<file path="src/rtl/core/dic_pkg.sv">
// Shared types, codes and helpers for the dual interrupt controller.
// No dependencies.
package dic_pkg;

    typedef enum logic [1:0] {
        KIND_WRITE = 2'd0,
        KIND_READ  = 2'd1,
        KIND_RAISE = 2'd2
    } t_kind;

    typedef enum logic [1:0] {
        STEP_IDLE    = 2'd0,
        STEP_BASE    = 2'd1,
        STEP_CASCADE = 2'd2,
        STEP_FOURTH  = 2'd3
    } t_step;

    localparam logic       RES_READ   = 1'b0;
    localparam logic       RES_VECTOR = 1'b1;
    localparam int unsigned INIT_BIT     = 4;
    localparam int unsigned FOURTH_BIT   = 0;
    localparam int unsigned CASCADE_LINE = 2;
    localparam logic [7:0] MASK_ALL   = 8'hff;

    typedef struct packed {
        logic [1:0] kind;
        logic       chip_select;
        logic       command_port;
        logic [7:0] data;
        logic [3:0] irq_line;
    } t_in_beat;

    typedef struct packed {
        logic       result_kind;
        logic [7:0] value;
        logic       last;
    } t_out_beat;

    typedef struct packed {
        logic       vld;
        logic       rkind;
        logic [7:0] value;
        logic [7:0] rem;
        logic [4:0] base;
    } t_load;

    typedef struct packed {
        logic burst_active;
        logic slot_held;
    } t_seq_stat;

    function automatic logic [2:0] low_index(input logic [7:0] bits);
        logic [2:0] idx;
        idx = 3'd0;
        for (int i = 7; i >= 0; i--) begin
            if (bits[i]) begin
                idx = 3'(i);
            end
        end
        return idx;
    endfunction

endpackage

</file>
<file path="src/rtl/core/dual_interrupt_controller.sv">
// A read or delivered vector is registered and appears the cycle after acceptance.
// One beat per cycle unless stalled; a mask write replaying k pending lines emits k
// vectors, one per unstalled cycle, holding off input until the last is registered.
// Reset (synchronous, active low): masks all ones, pending and bases zero,
// both chips idle, no result held.
module dual_interrupt_controller (
    input  logic               i_clk,
    input  logic               i_rst_n,
    input  logic               i_in_valid,
    output logic               o_in_stall,
    input  dic_pkg::t_in_beat  i_in_beat,
    output logic               o_out_valid,
    input  logic               i_out_stall,
    output dic_pkg::t_out_beat o_out_beat
);

    logic [4:0]     r_base [2], n_base [2];
    logic [7:0]     r_mask [2], n_mask [2];
    logic [7:0]     r_pend [2], n_pend [2];
    dic_pkg::t_step r_step [2], n_step [2];
    logic           r_fourth [2], n_fourth [2];

    dic_pkg::t_load     load;
    dic_pkg::t_seq_stat stat;
    logic               acc;
    logic               c, t;
    logic [7:0]         bit_sel, sel_mask, sel_pend, t_mask, rep;
    logic [4:0]         sel_base, t_base;
    dic_pkg::t_step     sel_step;

    assign o_in_stall = stat.burst_active || stat.slot_held;
    assign acc        = i_in_valid && !o_in_stall;

    assign c        = i_in_beat.chip_select;
    assign t        = i_in_beat.irq_line[3];
    assign bit_sel  = 8'd1 << i_in_beat.irq_line[2:0];
    assign sel_mask = c ? r_mask[1] : r_mask[0];
    assign sel_pend = c ? r_pend[1] : r_pend[0];
    assign sel_base = c ? r_base[1] : r_base[0];
    assign sel_step = c ? r_step[1] : r_step[0];
    assign t_mask   = t ? r_mask[1] : r_mask[0];
    assign t_base   = t ? r_base[1] : r_base[0];
    assign rep      = sel_mask & ~i_in_beat.data & sel_pend;

    always_comb begin
        n_base   = r_base;
        n_mask   = r_mask;
        n_pend   = r_pend;
        n_step   = r_step;
        n_fourth = r_fourth;
        load     = '0;
        if (acc) begin
            unique case (i_in_beat.kind)
                dic_pkg::KIND_WRITE: begin
                    if (i_in_beat.command_port) begin
                        if (i_in_beat.data[dic_pkg::INIT_BIT]) begin
                            n_fourth[c] = i_in_beat.data[dic_pkg::FOURTH_BIT];
                            n_mask[c]   = dic_pkg::MASK_ALL;
                            n_pend[c]   = 8'd0;
                            n_step[c]   = dic_pkg::STEP_BASE;
                        end
                    end else begin
                        unique case (sel_step)
                            dic_pkg::STEP_BASE: begin
                                n_base[c] = i_in_beat.data[7:3];
                                n_step[c] = dic_pkg::STEP_CASCADE;
                            end
                            dic_pkg::STEP_CASCADE: begin
                                n_step[c] = (c ? r_fourth[1] : r_fourth[0]) ?
                                            dic_pkg::STEP_FOURTH : dic_pkg::STEP_IDLE;
                            end
                            dic_pkg::STEP_FOURTH: begin
                                n_step[c] = dic_pkg::STEP_IDLE;
                            end
                            default: begin
                                n_mask[c] = i_in_beat.data;
                                n_pend[c] = sel_pend & ~rep;
                                if (rep != 8'd0) begin
                                    load.vld   = 1'b1;
                                    load.rkind = dic_pkg::RES_VECTOR;
                                    load.value = {sel_base, dic_pkg::low_index(rep)};
                                    load.rem   = rep & (rep - 8'd1);
                                    load.base  = sel_base;
                                end
                            end
                        endcase
                    end
                end
                dic_pkg::KIND_READ: begin
                    load.vld   = 1'b1;
                    load.rkind = dic_pkg::RES_READ;
                    load.value = i_in_beat.command_port ? sel_pend : sel_mask;
                end
                dic_pkg::KIND_RAISE: begin
                    if ((t_mask & bit_sel) != 8'd0) begin
                        n_pend[t] = (t ? r_pend[1] : r_pend[0]) | bit_sel;
                    end else if (t && r_mask[0][dic_pkg::CASCADE_LINE]) begin
                        n_pend[1] = r_pend[1] | bit_sel;
                    end else begin
                        load.vld   = 1'b1;
                        load.rkind = dic_pkg::RES_VECTOR;
                        load.value = {t_base, i_in_beat.irq_line[2:0]};
                    end
                end
                default: begin
                end
            endcase
        end
    end

    always_ff @(posedge i_clk) begin
        if (!i_rst_n) begin
            for (int i = 0; i < 2; i++) begin
                r_base[i]   <= 5'd0;
                r_mask[i]   <= dic_pkg::MASK_ALL;
                r_pend[i]   <= 8'd0;
                r_step[i]   <= dic_pkg::STEP_IDLE;
                r_fourth[i] <= 1'b0;
            end
        end else begin
            r_base   <= n_base;
            r_mask   <= n_mask;
            r_pend   <= n_pend;
            r_step   <= n_step;
            r_fourth <= n_fourth;
        end
    end

    dic_replay u_replay (
        .i_clk       (i_clk),
        .i_rst_n     (i_rst_n),
        .i_load      (load),
        .i_out_stall (i_out_stall),
        .o_out_valid (o_out_valid),
        .o_out_beat  (o_out_beat),
        .o_stat      (stat)
    );

endmodule

</file>
<file path="src/rtl/core/dic_replay.sv">
// Result register and unmask replay sequencer for the interrupt controller.
// Depends on dic_pkg.
module dic_replay (
    input  logic              i_clk,
    input  logic              i_rst_n,
    input  dic_pkg::t_load    i_load,
    input  logic              i_out_stall,
    output logic              o_out_valid,
    output dic_pkg::t_out_beat o_out_beat,
    output dic_pkg::t_seq_stat o_stat
);

    logic               r_vld, n_vld;
    dic_pkg::t_out_beat r_beat, n_beat;
    logic [7:0]         r_rem, n_rem;
    logic [4:0]         r_base, n_base;
    logic               free;
    logic [7:0]         rem_next;

    assign free     = !r_vld || !i_out_stall;
    assign rem_next = r_rem & (r_rem - 8'd1);

    always_comb begin
        n_vld  = r_vld;
        n_beat = r_beat;
        n_rem  = r_rem;
        n_base = r_base;
        if (free) begin
            if (r_rem != 8'd0) begin
                n_vld              = 1'b1;
                n_beat.result_kind = dic_pkg::RES_VECTOR;
                n_beat.value       = {r_base, dic_pkg::low_index(r_rem)};
                n_beat.last        = (rem_next == 8'd0);
                n_rem              = rem_next;
            end else if (i_load.vld) begin
                n_vld              = 1'b1;
                n_beat.result_kind = i_load.rkind;
                n_beat.value       = i_load.value;
                n_beat.last        = (i_load.rem == 8'd0);
                n_rem              = i_load.rem;
                n_base             = i_load.base;
            end else begin
                n_vld = 1'b0;
            end
        end
    end

    always_ff @(posedge i_clk) begin
        if (!i_rst_n) begin
            r_vld <= 1'b0;
            r_rem <= 8'd0;
        end else begin
            r_vld <= n_vld;
            r_rem <= n_rem;
        end
        r_beat <= n_beat;
        r_base <= n_base;
    end

    assign o_out_valid         = r_vld;
    assign o_out_beat          = r_beat;
    assign o_stat.burst_active = (r_rem != 8'd0);
    assign o_stat.slot_held    = r_vld && i_out_stall;

endmodule

</file>
<file path="config.mk">
export PLATFORM = sky130hd
export DESIGN_NAME = dual_interrupt_controller
export DESIGN_NICKNAME = d
export VERILOG_FILES = /design/src/rtl/core/dic_pkg.sv /design/src/rtl/core/dual_interrupt_controller.sv /design/src/rtl/core/dic_replay.sv
export SDC_FILE = /design/constraint.sdc
export NUM_CORES = 1
export LEC_CHECK = 0
export ABC_AREA = 1
export BUFFER_PORTS_ARGS = -buffer_cell sky130_fd_sc_hd__buf_2
export CORE_ASPECT_RATIO = 1.75
export CORE_MARGIN = 2
export CORE_UTILIZATION = 55
export DETAILED_ROUTE_END_ITERATION = 7
export PLACE_DENSITY = 0.74
export SLEW_MARGIN = 10
export SYNTH_ARGS = -nofsm -noshare
export SYNTH_HDL_FRONTEND = slang
export SYNTH_SLANG_ARGS = --single-unit
</file>
<file path="constraint.sdc">
create_clock -name i_clk -period 4.4 [get_ports i_clk]
set_input_delay 0.44 -clock i_clk [delete_from_list [all_inputs] [get_ports i_clk]]
set_output_delay 0.44 -clock i_clk [all_outputs]
set_load 0.005 [all_outputs]
</file>
== After elaboration in Yosys (flattened, before gate mapping) ==
Cells that the tools add are included.

* $lt $le $gt $ge: 4
* Mux-type cells: 69
* Equality and inequality tests: 11
* Bitwise logic cells: 28
* Shifts and indexed selects: 1
* Reductions and logical operators: 29
* $add $sub $neg: 2

{| class="wikitable"
|+ Operator list
! operator !! count
|-
| $mux 16 || 6
|-
| $mux 8 || 12
|-
| $mux 23 || 4
|-
| $and 8x8->8 || 6
|-
| $bwmux 16 || 3
|-
| $mux 3 || 16
|-
| $pmux 16 s2 || 1
|-
| $mux 10 || 3
|-
| $pmux 10 s3 || 1
|-
| $reduce_bool 8->1 || 3
|-
| $and 16x16->16 || 1
|-
| $demux 8 s1 || 2
|-
| $logic_not 8->1 || 2
|-
| $not 16->16 || 1
|-
| $not 8->8 || 2
|-
| $or 16x16->16 || 1
|-
| $or 8x8->8 || 2
|-
| $reduce_and 4->1 || 4
|-
| $sub 8x1->8 const B || 2
|-
| $mux 5 || 3
|-
| $mux 13 || 1
|-
| $pmux 4 s3 || 1
|-
| $bwmux 10 || 1
|-
| $reduce_and 5->1 || 2
|-
| other kinds (34) || 64
|}

* Output and inout bits: 12
* Word-level logic and storage cells: 160
* Input bits: 20
* Register bits: 72

== Depth between registers and ports, before layout ==
Gate-level depths: netlist of the first run.

* Depth in word-level cells: 19
* Gate-level depth with buffers: 19
* Mapped depth without buffers: 16

== Hierarchy ==
Synthesis of the first run repeated with hierarchy kept, for this count alone.

* Cell total of the unflattened synthesis: 761
* Area, all modules: 4901.0 um2

{| class="wikitable"
|+ Modules (own cells, without submodules)
! module !! instances !! area an instance (um2) !! cells each !! seq. area each (um2)
|-
| dual_interrupt_controller || 1 || 3693.5 || 610 || 960.9
|-
| dic_replay || 1 || 1207.4 || 151 || 630.6
|}

== Worst setup path before layout of the first run ==
Ideal clock, no wire load.

* Path kind: input-to-reg
* From: input i_in_beat[13] (netlist bit)
* To: register u_replay.r_beat, in the netlist u_replay.o_out_beat[0], enable pin
* Buffers on the path: 5
* Stages on the path: 18
* Library setup time: 334 ps
* Setup slack: 1317 ps
* Data arrival time: 2749 ps
* Cell sequence: buf_6 > buf_6 > clkbuf_1 > clkbuf_1 > nand2_1 > o21ai_0 > ha_1 > inv_1 > nor2_1 > inv_1 > nor2_1 > nand2_2 > nand2_1 > nand2_2 > nand3_2 > buf_6 > nand2_2 > inv_1

* Cells in the longest elaborated chain, start to end: 11
* Elaborated cells on any way between the ends: 17

{| class="wikitable"
|+ Ends and longest elaborated chain
! what !! line !! RTL
|-
| from (decl) || dual_interrupt_controller.sv:11 || <nowiki>input dic_pkg::t_in_beat i_in_beat,</nowiki>
|-
| $mux 8 || dual_interrupt_controller.sv:37 || <nowiki>assign sel_mask = c ? r_mask[1] : r_mask[0];</nowiki>
|-
| $and 8x8->8 (2 in series) || dual_interrupt_controller.sv:43 || <nowiki>assign rep = sel_mask & ~i_in_beat.data & sel_pend;</nowiki>
|-
| $reduce_bool 8->1 || dual_interrupt_controller.sv:78 || <nowiki>if (rep != 8'd0) begin</nowiki>
|-
| $mux 23 || dual_interrupt_controller.sv:78 ||
|-
| $mux 23 * || dual_interrupt_controller.sv:63 || <nowiki>unique case (sel_step)</nowiki>
|-
| $mux 23 * || dual_interrupt_controller.sv:55 || <nowiki>if (i_in_beat.command_port) begin</nowiki>
|-
| $pmux 10 s3 * || dual_interrupt_controller.sv:53 || <nowiki>unique case (i_in_beat.kind)</nowiki>
|-
| $mux 23 * || dual_interrupt_controller.sv:52 || <nowiki>if (acc) begin</nowiki>
|-
| $reduce_bool 2->1 (no line) * || -- ||
|-
| $reduce_and 2->1 (no line) * || -- ||
|-
| to (signal assigned) || dic_replay.sv:56 || <nowiki>r_beat <= n_beat;</nowiki>
|-
| to (decl) || dic_replay.sv:14 || <nowiki>dic_pkg::t_out_beat r_beat, n_beat;</nowiki>
|}

Mark *: on every way between the ends. The rest lies on a longest branch, timed or not.
A chain may end at the register's enable or synchronous reset.

== Worst setup path after layout of the first run ==
* From: input i_in_beat[13] (netlist bit)
* To: register r_pend[0] (netlist bit)

* Cells in the longest elaborated chain, start to end: 10
* Elaborated cells on any way between the ends: 26

{| class="wikitable"
|+ Ends and longest elaborated chain
! what !! line !! RTL
|-
| $not 1->2 || dual_interrupt_controller.sv:59, dual_interrupt_controller.sv:77 ||
|-
| $ge 2x2->1 (implied by the code) / $lt 2x1->1 (equally long branches) || dual_interrupt_controller.sv:59, dual_interrupt_controller.sv:77 ||
|-
| $logic_and 1x1->1 (implied by the code) || dual_interrupt_controller.sv:59, dual_interrupt_controller.sv:77 ||
|-
| $mux 8 (implied by the code) || dual_interrupt_controller.sv:59, dual_interrupt_controller.sv:77 ||
|-
| $demux 8 s1 || dual_interrupt_controller.sv:59, dual_interrupt_controller.sv:77 ||
|-
| $not 16->16 (no line) || -- ||
|-
| $and 16x16->16 (no line) || -- ||
|-
| $mux 16 || dual_interrupt_controller.sv:56 || <nowiki>if (i_in_beat.data[dic_pkg::INIT_BIT]) begin</nowiki>
|-
| $mux 16 || dual_interrupt_controller.sv:55 ||
|-
| $pmux 16 s2 || dual_interrupt_controller.sv:53 ||
|-
| to (signal assigned) || dual_interrupt_controller.sv:123 || <nowiki>r_pend <= n_pend;</nowiki>
|-
| to (decl) || dual_interrupt_controller.sv:19 || <nowiki>logic [7:0] r_pend [2], n_pend [2];</nowiki>
|}

Parallel ways exist; a longest one is shown, timed or not. The select of a mux whose other input is x is not followed.

==> results of run 1 <==
-- worst max-delay path by stage --
stage	from	endpoint
after floorplan	i_in_beat[13]	u_replay.o_out_beat[0]$_DFFE_PP_
after global routing	i_in_beat[13]	r_pend[2]$_SDFFE_PN0P_
after detailed placement	i_in_beat[13]	r_pend[0]$_SDFFE_PN0P_
final	i_in_beat[13]	r_pend[0]$_SDFFE_PN0P_
after CTS	i_in_beat[13]	u_replay.o_out_beat[4]$_DFFE_PP_
after global placement	i_in_beat[13]	u_replay.o_out_beat[5]$_DFFE_PP_
-- cell usage in the layout (no fill, tap or decap), drive strengths merged, types with 14 or more instances in the layout --
cell    synthesis  routed
o211ai         22      22
a21oi          56      56
a211oi         14      14
edfxtp         15      15
dfxtp          56      56
nor2           77      77
nand2         186     186
buf            14      34
nand3          54      54
o21ai          73      73
inv            86      91
-- state kept, by name, summed over array words and instances, names as in the netlist --
name,flops
r_mask,16
r_pend,16
r_base,10
u_replay.o_out_beat,10
u_replay.r_rem,7
u_replay.r_base,5
r_step,4
r_fourth,2
u_replay.o_out_valid,1
-- where the power goes --
| group | total [uW] | internal (uW) | switching (uW) |
|---|---|---|---|
| clock network | 716 | 395 | 322 |
| registers | 884 | 820 | 63.6 |
| logic | 858 | 278 | 580 |
| total | 2460 | 1490 | 965 |
-- final cells by class --
type	count	area [um2]	area share
Multi-Input combinational cell	525	2743	0.5219
Sequential cell	71	1572	0.2990
Inverter	87	329.1	0.06262
Clock buffer	9	225.2	0.04286
Timing Repair Buffer	34	177.7	0.03381
Tap cell	117	146.4	0.02786
Clock inverter	7	62.56	0.01190
-- synth_stat cells --
cell	count	share of area
inv_1	81	0.063
nand2_4	2	0.0047
nand4_1	2	0.0026
buf_6	6	0.014
nor2_1	69	0.054
inv_2	4	0.0031
o31ai_1	4	0.0063
a211oi_1	13	0.020
nor2_4	4	0.0094
a21oi_1	55	0.057
o21ai_2	5	0.0091
clkinv_1	1	0.00078
a21oi_2	1	0.0018
nand3_2	11	0.023
o21a_1	1	0.0016
o211ai_1	22	0.034
ha_1	4	0.010
nor3_4	2	0.0068
a32o_1	3	0.0063
or2_2	3	0.0039
nor3_1	5	0.0052
nor2_2	3	0.0039
nor2_8	1	0.0042
a211oi_4	1	0.0042
o221ai_1	1	0.0018
o22ai_1	9	0.012
nand2_1	166	0.13
nand4_2	1	0.0026
dfxtp_1	56	0.23
o21ai_0	64	0.067
nand3_1	43	0.045
o31ai_2	5	0.013
o21ai_1	4	0.0042
and2_1	1	0.0013
buf_2	6	0.0063
inv_4	1	0.0013
buf_4	2	0.0031
nand2_2	18	0.023
and3_1	1	0.0013
clkbuf_1	11	0.0086
edfxtp_1	15	0.094
nor4_1	1	0.0013
-- worst reg2reg max path, cell delays in order (launching register included) --
cell,delay [ps]
dfxtp_1,330
or2_2,290
o21ai_0,160
ha_1,210
inv_1,50
nor2_1,130
nor2_1,130
a211oi_4,500
nand4_2,440
o21ai_0,350
a21oi_1,70
-- cells by family (layout without fill, tap and decap cells) --
family / after synthesis / in the layout
buf+inv: 112 / 137
compound gates: 188 / 188
simple gates: 333 / 333
flops: 71 / 71
fa+ha+maj: 4 / 4
-- per-stage QoR --
step | cells | area [um2]
final | 850 | 5255
after global routing | 850 | 5255
after CTS | 850 | 5255
after detailed placement | 834 | 4967
after global placement | 834 | 4967
after floorplan | 708 | 4797
-- layer usage --
| layer | vias up | track usage | share of wire |
|---|---|---|---|
| met5 | - | 0 | 0 |
| met2 | 204 | 0.5429 | 0.51 |
| li1 | 2417 | - | - |
| met1 | 2235 | 0.3495 | 0.36 |
| met3 | 64 | 0.05521 | 0.056 |
| met4 | 0 | 0.2206 | 0.071 |
==> metrics.md, run 1 <==
| Metric | Value |
|---|---|
| Final GP Congestion | 1.007 |
| Final min period | 3070 ps |
| Layout filler cell count | 845 |
| Worst slew pin tran | 1067 ps |
| Delay-heaviest family, CP | compound AO/OA/AOI/OAI gates |
| Slew headroom | 0.2877 |
| Cells on worst reg2reg path | 10 |
| Pre-CTS setup slack | 1036 ps |
| YS warnings | 0 |
| Critical path's slowest cell | a211oi_4 |
| Worst Path Arrival | 3300 ps |
| Clock latency on the worst-skew pair | 350 ps |
| Number of global-route vias before repair | 4607 |
| Clock Sink Count | 71 |
| Critical Path RT | 4630 ps |
| Synth Area in Simple Gates | 0.3224 |
| Post-CTS Setup Bufs | 0 |
| Mux contribution to synthesized area | 0 |
| Starting Density | 0.5605 |
| Total Power | 2458 uW |
| IO Count | 32 |
| Sequential element share of the synthesized area | 0.3276 |
| RSZ-0062 raised after global routing | false |
| Hold path endpoint | r_mask[1]$_SDFFE_PN1P_ |
| Run status | completed |
| Deepest clock path buffer count | 2 |
| Synth Instances | 708 |
| Num CTS Buffers | 9 |
| Buf+Inv Stages, Crit Path | 3 |
| Layout cells sized above 1 | 0.1528 |
| Tot GR Track Use | 0.3204 |
| Final HPWL DP | 10970 um |
| Final hold slack | 454.2 ps |
| Post-synthesis xor/xnor area fraction | 0 |
| Max stage delay on crit path | 500 ps |
| Vias | 4920 |
| First-pass DRT Iterations | 5 |
| RR Endpoint | r_pend[0]$_SDFFE_PN0P_ |
| Largest net degree at the start of global routing | 39 |
| Mean post-synth cell area | 6.776 um2 |
| R2R setup slack | 1640 ps |
| Routed Wire Length | 14410 um |
| Die Width | 74.60 um |
| DR DRC count | 0 |
| Startpoint types | input pin |
| Endpoints failing setup | 0 |
| Final Max Slew Viols | 0 |
| Post-CTS sizing | 0 |
| Final setup margin | 1330 ps |
| WL/cell | 16.95 um |
| CTS H-tree lvls | 3 |
| Initial DRC Count | 333 |
| Final Skew | 6.816 ps |
| Antenna cell count | 0 |
| Final hold vios | 0 |
| Initial antenna violation count | 0 |
| Min-delay src | i_in_beat[5] |
| Post-route clock period utilization | 0.6977 |
| CP cell instances | buf_2 > inv_4 > or2_2 > o21ai_0 > ha_1 > inv_1 > nor2_1 > nor2_1 > a211oi_4 > nand4_2 > o21ai_0 > a21oi_1 |
| Worst r2r src | r_step[1]$_SDFFE_PN0P_ |
| Largest family of logic cells by synthesized area | simple AND/OR/NAND/NOR gates |
| Total negative setup slack | 0 ps |
| Total core area | 8558 um2 |
| Worst VDD drop | 0.0002401 V |
| I/O Buffers | 31 |
| CP Max Fanout | 21 |
| Clock root cell | clkbuf_16 |
| Hold path cells | 3 |
| Layout Area Growth over Synthesis | 9.546% |
| Total grt overflow | 0 |
| Crit Path Class | in2reg |
| Std-Cell Rows | 45 |
| CP endpoint kind | flop |
| Die area | 9514 um2 |
| Synth Register Bits | 71 |
| Post-synthesis adder-cell area fraction | 0.01043 |
| Die outline height | 127.5 um |
| Cell Area, Synth | 4797 um2 |
| # hold bufs at CTS | 0 |
| Synth Area in Compound Gates | 0.2389 |
| Drt via density | 5.788 |
| Fmax | 325.8 MHz |
| First-pass GRT wire length | 22800 um |
| CTS tree | done |
| Worst hold-check path type | in2reg |
| Count of cell types in the netlist | 42 |
| Final core occ | 0.6140 |
| Pwr dens | 467.7 nW/um2 |
| Max-Cap Viols | 0 |
| Static Leak | 0.002296 uW |
| Final ANT Viol Nets | 0 |
| Final nets | 752 |
| Reg clk slew, reported paths | 60 ps |
| Synth Net Count | 732 |
| Critical path depth in cells | 12 |
Power figures use the tool's default switching activity.
==> run 2: changes to the inputs <==
==> constraint.sdc (replaced) <==
create_clock -name i_clk -period 2.85 [get_ports i_clk]
set_input_delay 0.285 -clock i_clk [delete_from_list [all_inputs] [get_ports i_clk]]
set_output_delay 0.285 -clock i_clk [all_outputs]
set_load 0.005 [all_outputs]
==> run 2 against run 1 <==
Critical path depth grew 1. Hold slack lost 140 ps. Die area is the same. Largest power group is now combinational logic. Combinational power grew 66%. Critical path type is now reg2reg.
==> metrics.md, run 2 (synthesized netlist as in run 1, its figures left out) <==
| Metric | Value |
|---|---|
| Run status | completed |
| Drt via density | 5.757 (-0.54%) |
| Pre-CTS setup slack | 290.6 ps (-745.5 ps) |
| Final setup margin | 441.2 ps (-889.1 ps) |
| Cell area after placement | 5096 um2 (+2.6%) |
| Final ANT Viol Nets | 0 (unchanged) |
| Slew headroom | 0.2475 (-0.04017) |
| Static Leak | 0.002376 uW (+3.5%) |
| Deepest clock path buffer count | 2 (unchanged) |
| Final hold slack | 317.7 ps (-136.5 ps) |
| Total negative setup slack | 0 ps (unchanged) |
| Antenna cell count | 0 (unchanged) |
| Endpoints failing setup | 0 (unchanged) |
| Die area | 9514 um2 (unchanged) |
| Total grt overflow | 0 (unchanged) |
| CTS H-tree lvls | 3 (unchanged) |
| Max-Cap Viols | 0 (unchanged) |
| Commonest non-fill, non-tap cell in the layout | nand2_1 |
| First-pass DRT Iterations | 5 (unchanged) |
| Clock latency on the worst-skew pair | 340 ps (about the same) |
| Layout Area Growth over Synthesis | 12.75% |
| Worst VDD drop | 0.0003646 V (+52%) |
| Die outline height | 127.5 um (unchanged) |
| Fmax | 415.1 MHz |
| CP Max Fanout | 10 (-52%) |
| CP endpoint kind | flop |
| RSZ-0062 raised after global routing | false |
| DR DRC count | 0 (unchanged) |
| Number of global-route vias before repair | 4849 (+5.3%) |
| Initial DRC Count | 330 (-0.90%) |
| Startpoint types | flop |
| Biggest regs | r_mask (16), r_pend (16) |
| Pwr dens | 737.4 nW/um2 (+58%) |
| Final Skew | 6.039 ps (-0.7764 ps) |
| Post-CTS Setup Bufs | 0 (unchanged) |
| Crit Path Class | reg2reg |
| Final nets | 767 (+2.0%) |
| Clock Sink Count | 71 (unchanged) |
| Hold path cells | 3 (unchanged) |
| WL/cell | 17.67 um (+4.2%) |
| Reg clk slew, reported paths | 60 ps (about the same) |
| Cells on worst reg2reg path | 13 (+3) |
| Worst Path Arrival | 2450 ps (-850 ps) |
| Post-route clock period utilization | 0.8452 |
| Vias | 4980 (+1.2%) |
| Final Max Slew Viols | 0 (unchanged) |
| Final hold vios | 0 (unchanged) |
| First-pass GRT wire length | 24230 um (+6.2%) |
| Tot GR Track Use | 0.3398 (+0.01938) |
| Most frequent cells in the layout | 166 x nand2_1, 80 x inv_1, 69 x nor2_1, 64 x o21ai_0, 56 x dfxtp_1 |
| IO Count | 32 (unchanged) |
| Finished Cell Area | 5409 um2 (+2.9%) |
| Std-Cell Rows | 45 (unchanged) |
| Die Width | 74.60 um (unchanged) |
| Critical Path RT | 2890 ps (-1740 ps) |
| Total core area | 8558 um2 (unchanged) |
| I/O Buffers | 31 (unchanged) |
| Initial antenna violation count | 0 (unchanged) |
| Starting Density | 0.5605 (unchanged) |
| Num CTS Buffers | 9 (unchanged) |
| Largest net degree at the start of global routing | 41 (+5.1%) |
| Final GP Congestion | 1.052 (+4.6%) |
| Final HPWL DP | 11560 um (+5.3%) |
| # hold bufs at CTS | 0 (unchanged) |
| Post-CTS sizing | 0 (unchanged) |
| CTS tree | done |
| Final min period | 2409 ps |
| Clock root cell | clkbuf_16 |
| Layout cells sized above 1 | 0.1671 (+0.01432) |
| Worst slew pin tran | 1127 ps (+60.18 ps) |
| Routed Wire Length | 15280 um (+6.1%) |
| Worst hold-check path type | in2reg |
run 2: layer usage:
metal,part of all wire,track usage
met1,0.37,0.3732
met5,0,0
met3,0.040,0.05284
met4,0.062,0.2069
met2,0.53,0.5903
run 2: report_power, final:
part	internal (uW)	total, uW	switching (uW)	leakage (uW)
registers	1270	1360	92.2	0.000601
clock network	764	1210	447	0.000148
logic	479	1420	941	0.00163
total	2510	3990	1480	0.00238
run 2: cell type report:
class	instances	area, um2
inverter	87	332.8
clock inverter	6	83.83
timing repair buffer	49	302.8
fill	856	3149
clock buffer	10	229.0
multi-input combinational	525	2743
sequential	71	1572
tap	117	146.4
run 2: worst max-delay path: stages, from the launching register on:
cell and delay [ps]:
dfxtp_1 310, or2_2 290, o21ai_0 150, ha_1 210, inv_1 60, nor2_1 130, inv_1 50, nor2_1 260
nand2_2 130, nand2_1 100, nand2_2 70, nand3_2 90, nand2_2 70, clkinvlp_4 180
run 2: path summary, 6_finish.rpt:
check | slack, ps | from | end
max | 440 | r_step[1]$_SDFFE_PN0P_ | u_replay.o_out_beat[0]$_DFFE_PP_
max reg2reg | 440 | r_step[1]$_SDFFE_PN0P_ | u_replay.o_out_beat[0]$_DFFE_PP_
min reg2reg | 450 | r_step[2]$_SDFFE_PN0P_ | r_step[2]$_SDFFE_PN0P_
min | 320 | i_in_beat[4] | r_fourth[0]$_SDFFE_PN0P_
run 2: through the flow:
| step | total power [uW] | instances | util |
|---|---|---|---|
| 5_1_grt | 4246 | 865 | 0.6320 |
| 6_report | 3988 | 865 | 0.6320 |
| 3_3_place_gp | 2769 | 849 | 0.5955 |
| 4_1_cts | 3993 | 865 | 0.6320 |
| 3_5_place_dp | 2797 | 849 | 0.5955 |
| 2_1_floorplan | 2412 | 708 | - |
==> run 3: changes to the inputs <==
--- a/config.mk
+++ b/config.mk
@@ -11,7 +11,7 @@
 export CORE_MARGIN = 2
 export CORE_UTILIZATION = 55
 export DETAILED_ROUTE_END_ITERATION = 7
-export PLACE_DENSITY = 0.74
+export PLACE_DENSITY = 0.77
 export SLEW_MARGIN = 10
 export SYNTH_ARGS = -nofsm -noshare
 export SYNTH_HDL_FRONTEND = slang
==> constraint.sdc (replaced) <==
create_clock -name i_clk -period 2.2 [get_ports i_clk]
set_input_delay 0.22 -clock i_clk [delete_from_list [all_inputs] [get_ports i_clk]]
set_output_delay 0.22 -clock i_clk [all_outputs]
set_load 0.005 [all_outputs]
==> run 3 against run 2 <==
Clock-buffer cell count is 1 lower. Utilization is 4.5 points higher. Clock skew is 0.80 ps higher. Sequential power is 29% higher. Clock power is 23% higher. Sequential share of layout area is 1.9 points lower. Global-route usage is 0.62 points higher. Register-to-register slack worse by 390 ps. First-iteration DRC count is 18% higher. Die area stayed put. Final cell count is 5.1% higher. Combinational power is 45% higher.
==> metrics.md, run 3 (synthesized netlist as in run 1, its figures left out) <==
| Metric | Value |
|---|---|
| CP Max Fanout | 4 (-6) |
| Initial DRC Count | 391 (+18%) |
| Static Leak | 0.002586 uW (+8.8%) |
| Clock latency on the worst-skew pair | 340 ps (about the same) |
| Deepest clock path buffer count | 2 (unchanged) |
| Largest net degree at the start of global routing | 32 (-22%) |
| CTS tree | done |
| Final hold vios | 0 (unchanged) |
| Critical Path RT | 2280 ps (-610 ps) |
| Final hold slack | 250.9 ps (-66.81 ps) |
| Tot GR Track Use | 0.3460 (+0.006158) |
| Commonest non-fill, non-tap cell in the layout | nand2_1 |
| Crit Path Class | reg2reg |
| Number of global-route vias before repair | 5323 (+9.8%) |
| Num CTS Buffers | 9 (unchanged) |
| Die outline height | 127.5 um (unchanged) |
| Biggest regs | r_mask (16), r_pend (16) |
| Reg power frac | 0.332 (-0.009) |
| Startpoint types | flop |
| Final GP Congestion | 1.056 (+0.38%) |
| Total core area | 8558 um2 (unchanged) |
| Reg clk slew, reported paths | 60 ps (about the same) |
| Pre-CTS setup slack | -90.70 ps (-381.3 ps) |
| Clock share of power | 0.280 (-0.024) |
| Int Pwr | 3273 uW (+30%) |
| Die area | 9514 um2 (unchanged) |
| First-pass DRT Iterations | 5 (unchanged) |
| Net Sw Power | 2038 uW (+38%) |
| Endpoints failing setup | 0 (unchanged) |
| RSZ-0062 raised after global routing | true |
| Die Width | 74.60 um (unchanged) |
| DR DRC count | 0 (unchanged) |
| Starting Density | 0.5605 (unchanged) |
| I/O Buffers | 31 (unchanged) |
| Layout Area Growth over Synthesis | 20.87% |
| Run status | completed |
| Min-delay src | i_in_beat[5] |
| CP startpoint | r_step[1]$_SDFFE_PN0P_ |
| Worst hold-check path type | in2reg |
| Final Max Slew Viols | 0 (unchanged) |
| CTS H-tree lvls | 3 (unchanged) |
| Final min period | 2149 ps (-259.9 ps) |
| Max-Cap Viols | 0 (unchanged) |
| Fmax | 465.4 MHz (+12%) |
| Vias | 5282 (+6.1%) |
| Worst VDD drop | 0.0007875 V (+120%) |
| CP endpoint kind | flop |
| Routed Wire Length | 15450 um (+1.1%) |
| Most frequent cells in the layout | 164 x nand2_1, 78 x inv_1, 64 x nor2_1, 59 x o21ai_0, 59 x buf_4 |
| Layout cells sized above 1 | 0.2348 (+0.06774) |
| Final ANT Viol Nets | 0 (unchanged) |
| Pwr dens | 915.9 nW/um2 (+24%) |
| Post-CTS Setup Bufs | 0 (unchanged) |
| Final nets | 811 (+5.7%) |
| Worst slew pin tran | 643.7 ps (-483.8 ps) |
| Logic pwr share | 0.388 (+0.032) |
| Final Skew | 6.838 ps (+0.7987 ps) |
| Worst r2r src | r_step[1]$_SDFFE_PN0P_ |
| Total grt overflow | 0 (unchanged) |
| Drt via density | 5.811 (+0.93%) |
| Std-Cell Rows | 45 (unchanged) |
| Initial antenna violation count | 0 (unchanged) |
| Clock root cell | clkbuf_16 |
| # hold bufs at CTS | 0 (unchanged) |
| Final HPWL DP | 11670 um (+0.98%) |
| Switching Share | 0.3837 (+0.01257) |
| Clock Sink Count | 71 (unchanged) |
| Layout filler cell count | 752 (-12%) |
| Post-route clock period utilization | 0.9768 (+0.1316) |
| Total negative setup slack | 0 ps (unchanged) |
| Final setup margin | 51.14 ps (-390.1 ps) |
| WL/cell | 16.99 um (-3.8%) |
| Slew headroom | 0.5664 (+0.3188) |
| IO Count | 32 (unchanged) |
| Worst Path Arrival | 2230 ps (-220 ps) |
| Antenna cell count | 0 (unchanged) |
| First-pass GRT wire length | 25000 um (+3.2%) |
==> run 3: area by class of cell <==
type / count / area (um2) / share of cell area
clock buffers: 9 / 225.2 / 0.03884
clock inverters: 7 / 77.57 / 0.01338
inverters: 87 / 332.8 / 0.05740
multi-input cells: 525 / 2816 / 0.4858
flip-flops and latches: 71 / 1572 / 0.2710
well taps: 117 / 146.4 / 0.02525
repair buffers: 92 / 620.6 / 0.1070
repair inverters: 1 / 7.507 / 0.001295
==> run 3: final timing paths <==
kind	to	slack [ps]	cells past startpoint
setup reg to reg	u_replay.o_out_beat[0]$_DFFE_PP_	50	13
hold reg to reg	r_pend[11]$_SDFFE_PN0P_	480	2
hold / removal	r_mask[1]$_SDFFE_PN1P_	250	3
setup / recovery	u_replay.o_out_beat[0]$_DFFE_PP_	50	13
==> run 3: critical path, cell delays in order (launching register included) <==
cell and delay, ps:
dfxtp_1 310, or2_2 320, o21ai_4 70, ha_2 190, inv_2 40, nor2_2 110, inv_1 90, nor2_4 120
buf_4 130, nand3_2 120, nor2_1 150, nor3_1 80, nand2_1 60, o21ai_0 90
==> run 3: per-layer routing <==
metal  track usage  vias to the layer above  routed length, um
met5             0                        -                  0
met3       0.06151                       95                948
li1              -                     2536                  -
met1        0.3588                     2404               5428
met4        0.2689                        0               1384
met2        0.5893                      247               7686
==> run 3: what timing repair did <==
action	CTS	global route
endpoints found under the hold margin	0	0
pin swaps	0	3
endpoints found under the setup margin	1	28
cloned	0	1
resized for setup	1	14
==> run 3: through the flow <==
step                      area, um2    util  power, uW  instances
final                          5798  0.6775       5311        909
after global routing           5798  0.6775       5652        909
after CTS                      5754  0.6724       5222        908
after detailed placement       5449  0.6367       3744        892
after global placement         5449  0.6367       3685        892
after floorplan                4893       -       3160        708
==> run 3: power groups by stage <==
stage               sequential [uW]  combinational, uW  clock [uW]
finish                         1760               2060        1490
global placement               1780               1900           0
global route                   1790               2300        1560
detailed placement             1790               1950           0
floorplan                      1780               1380           0
CTS                            1760               1960        1500
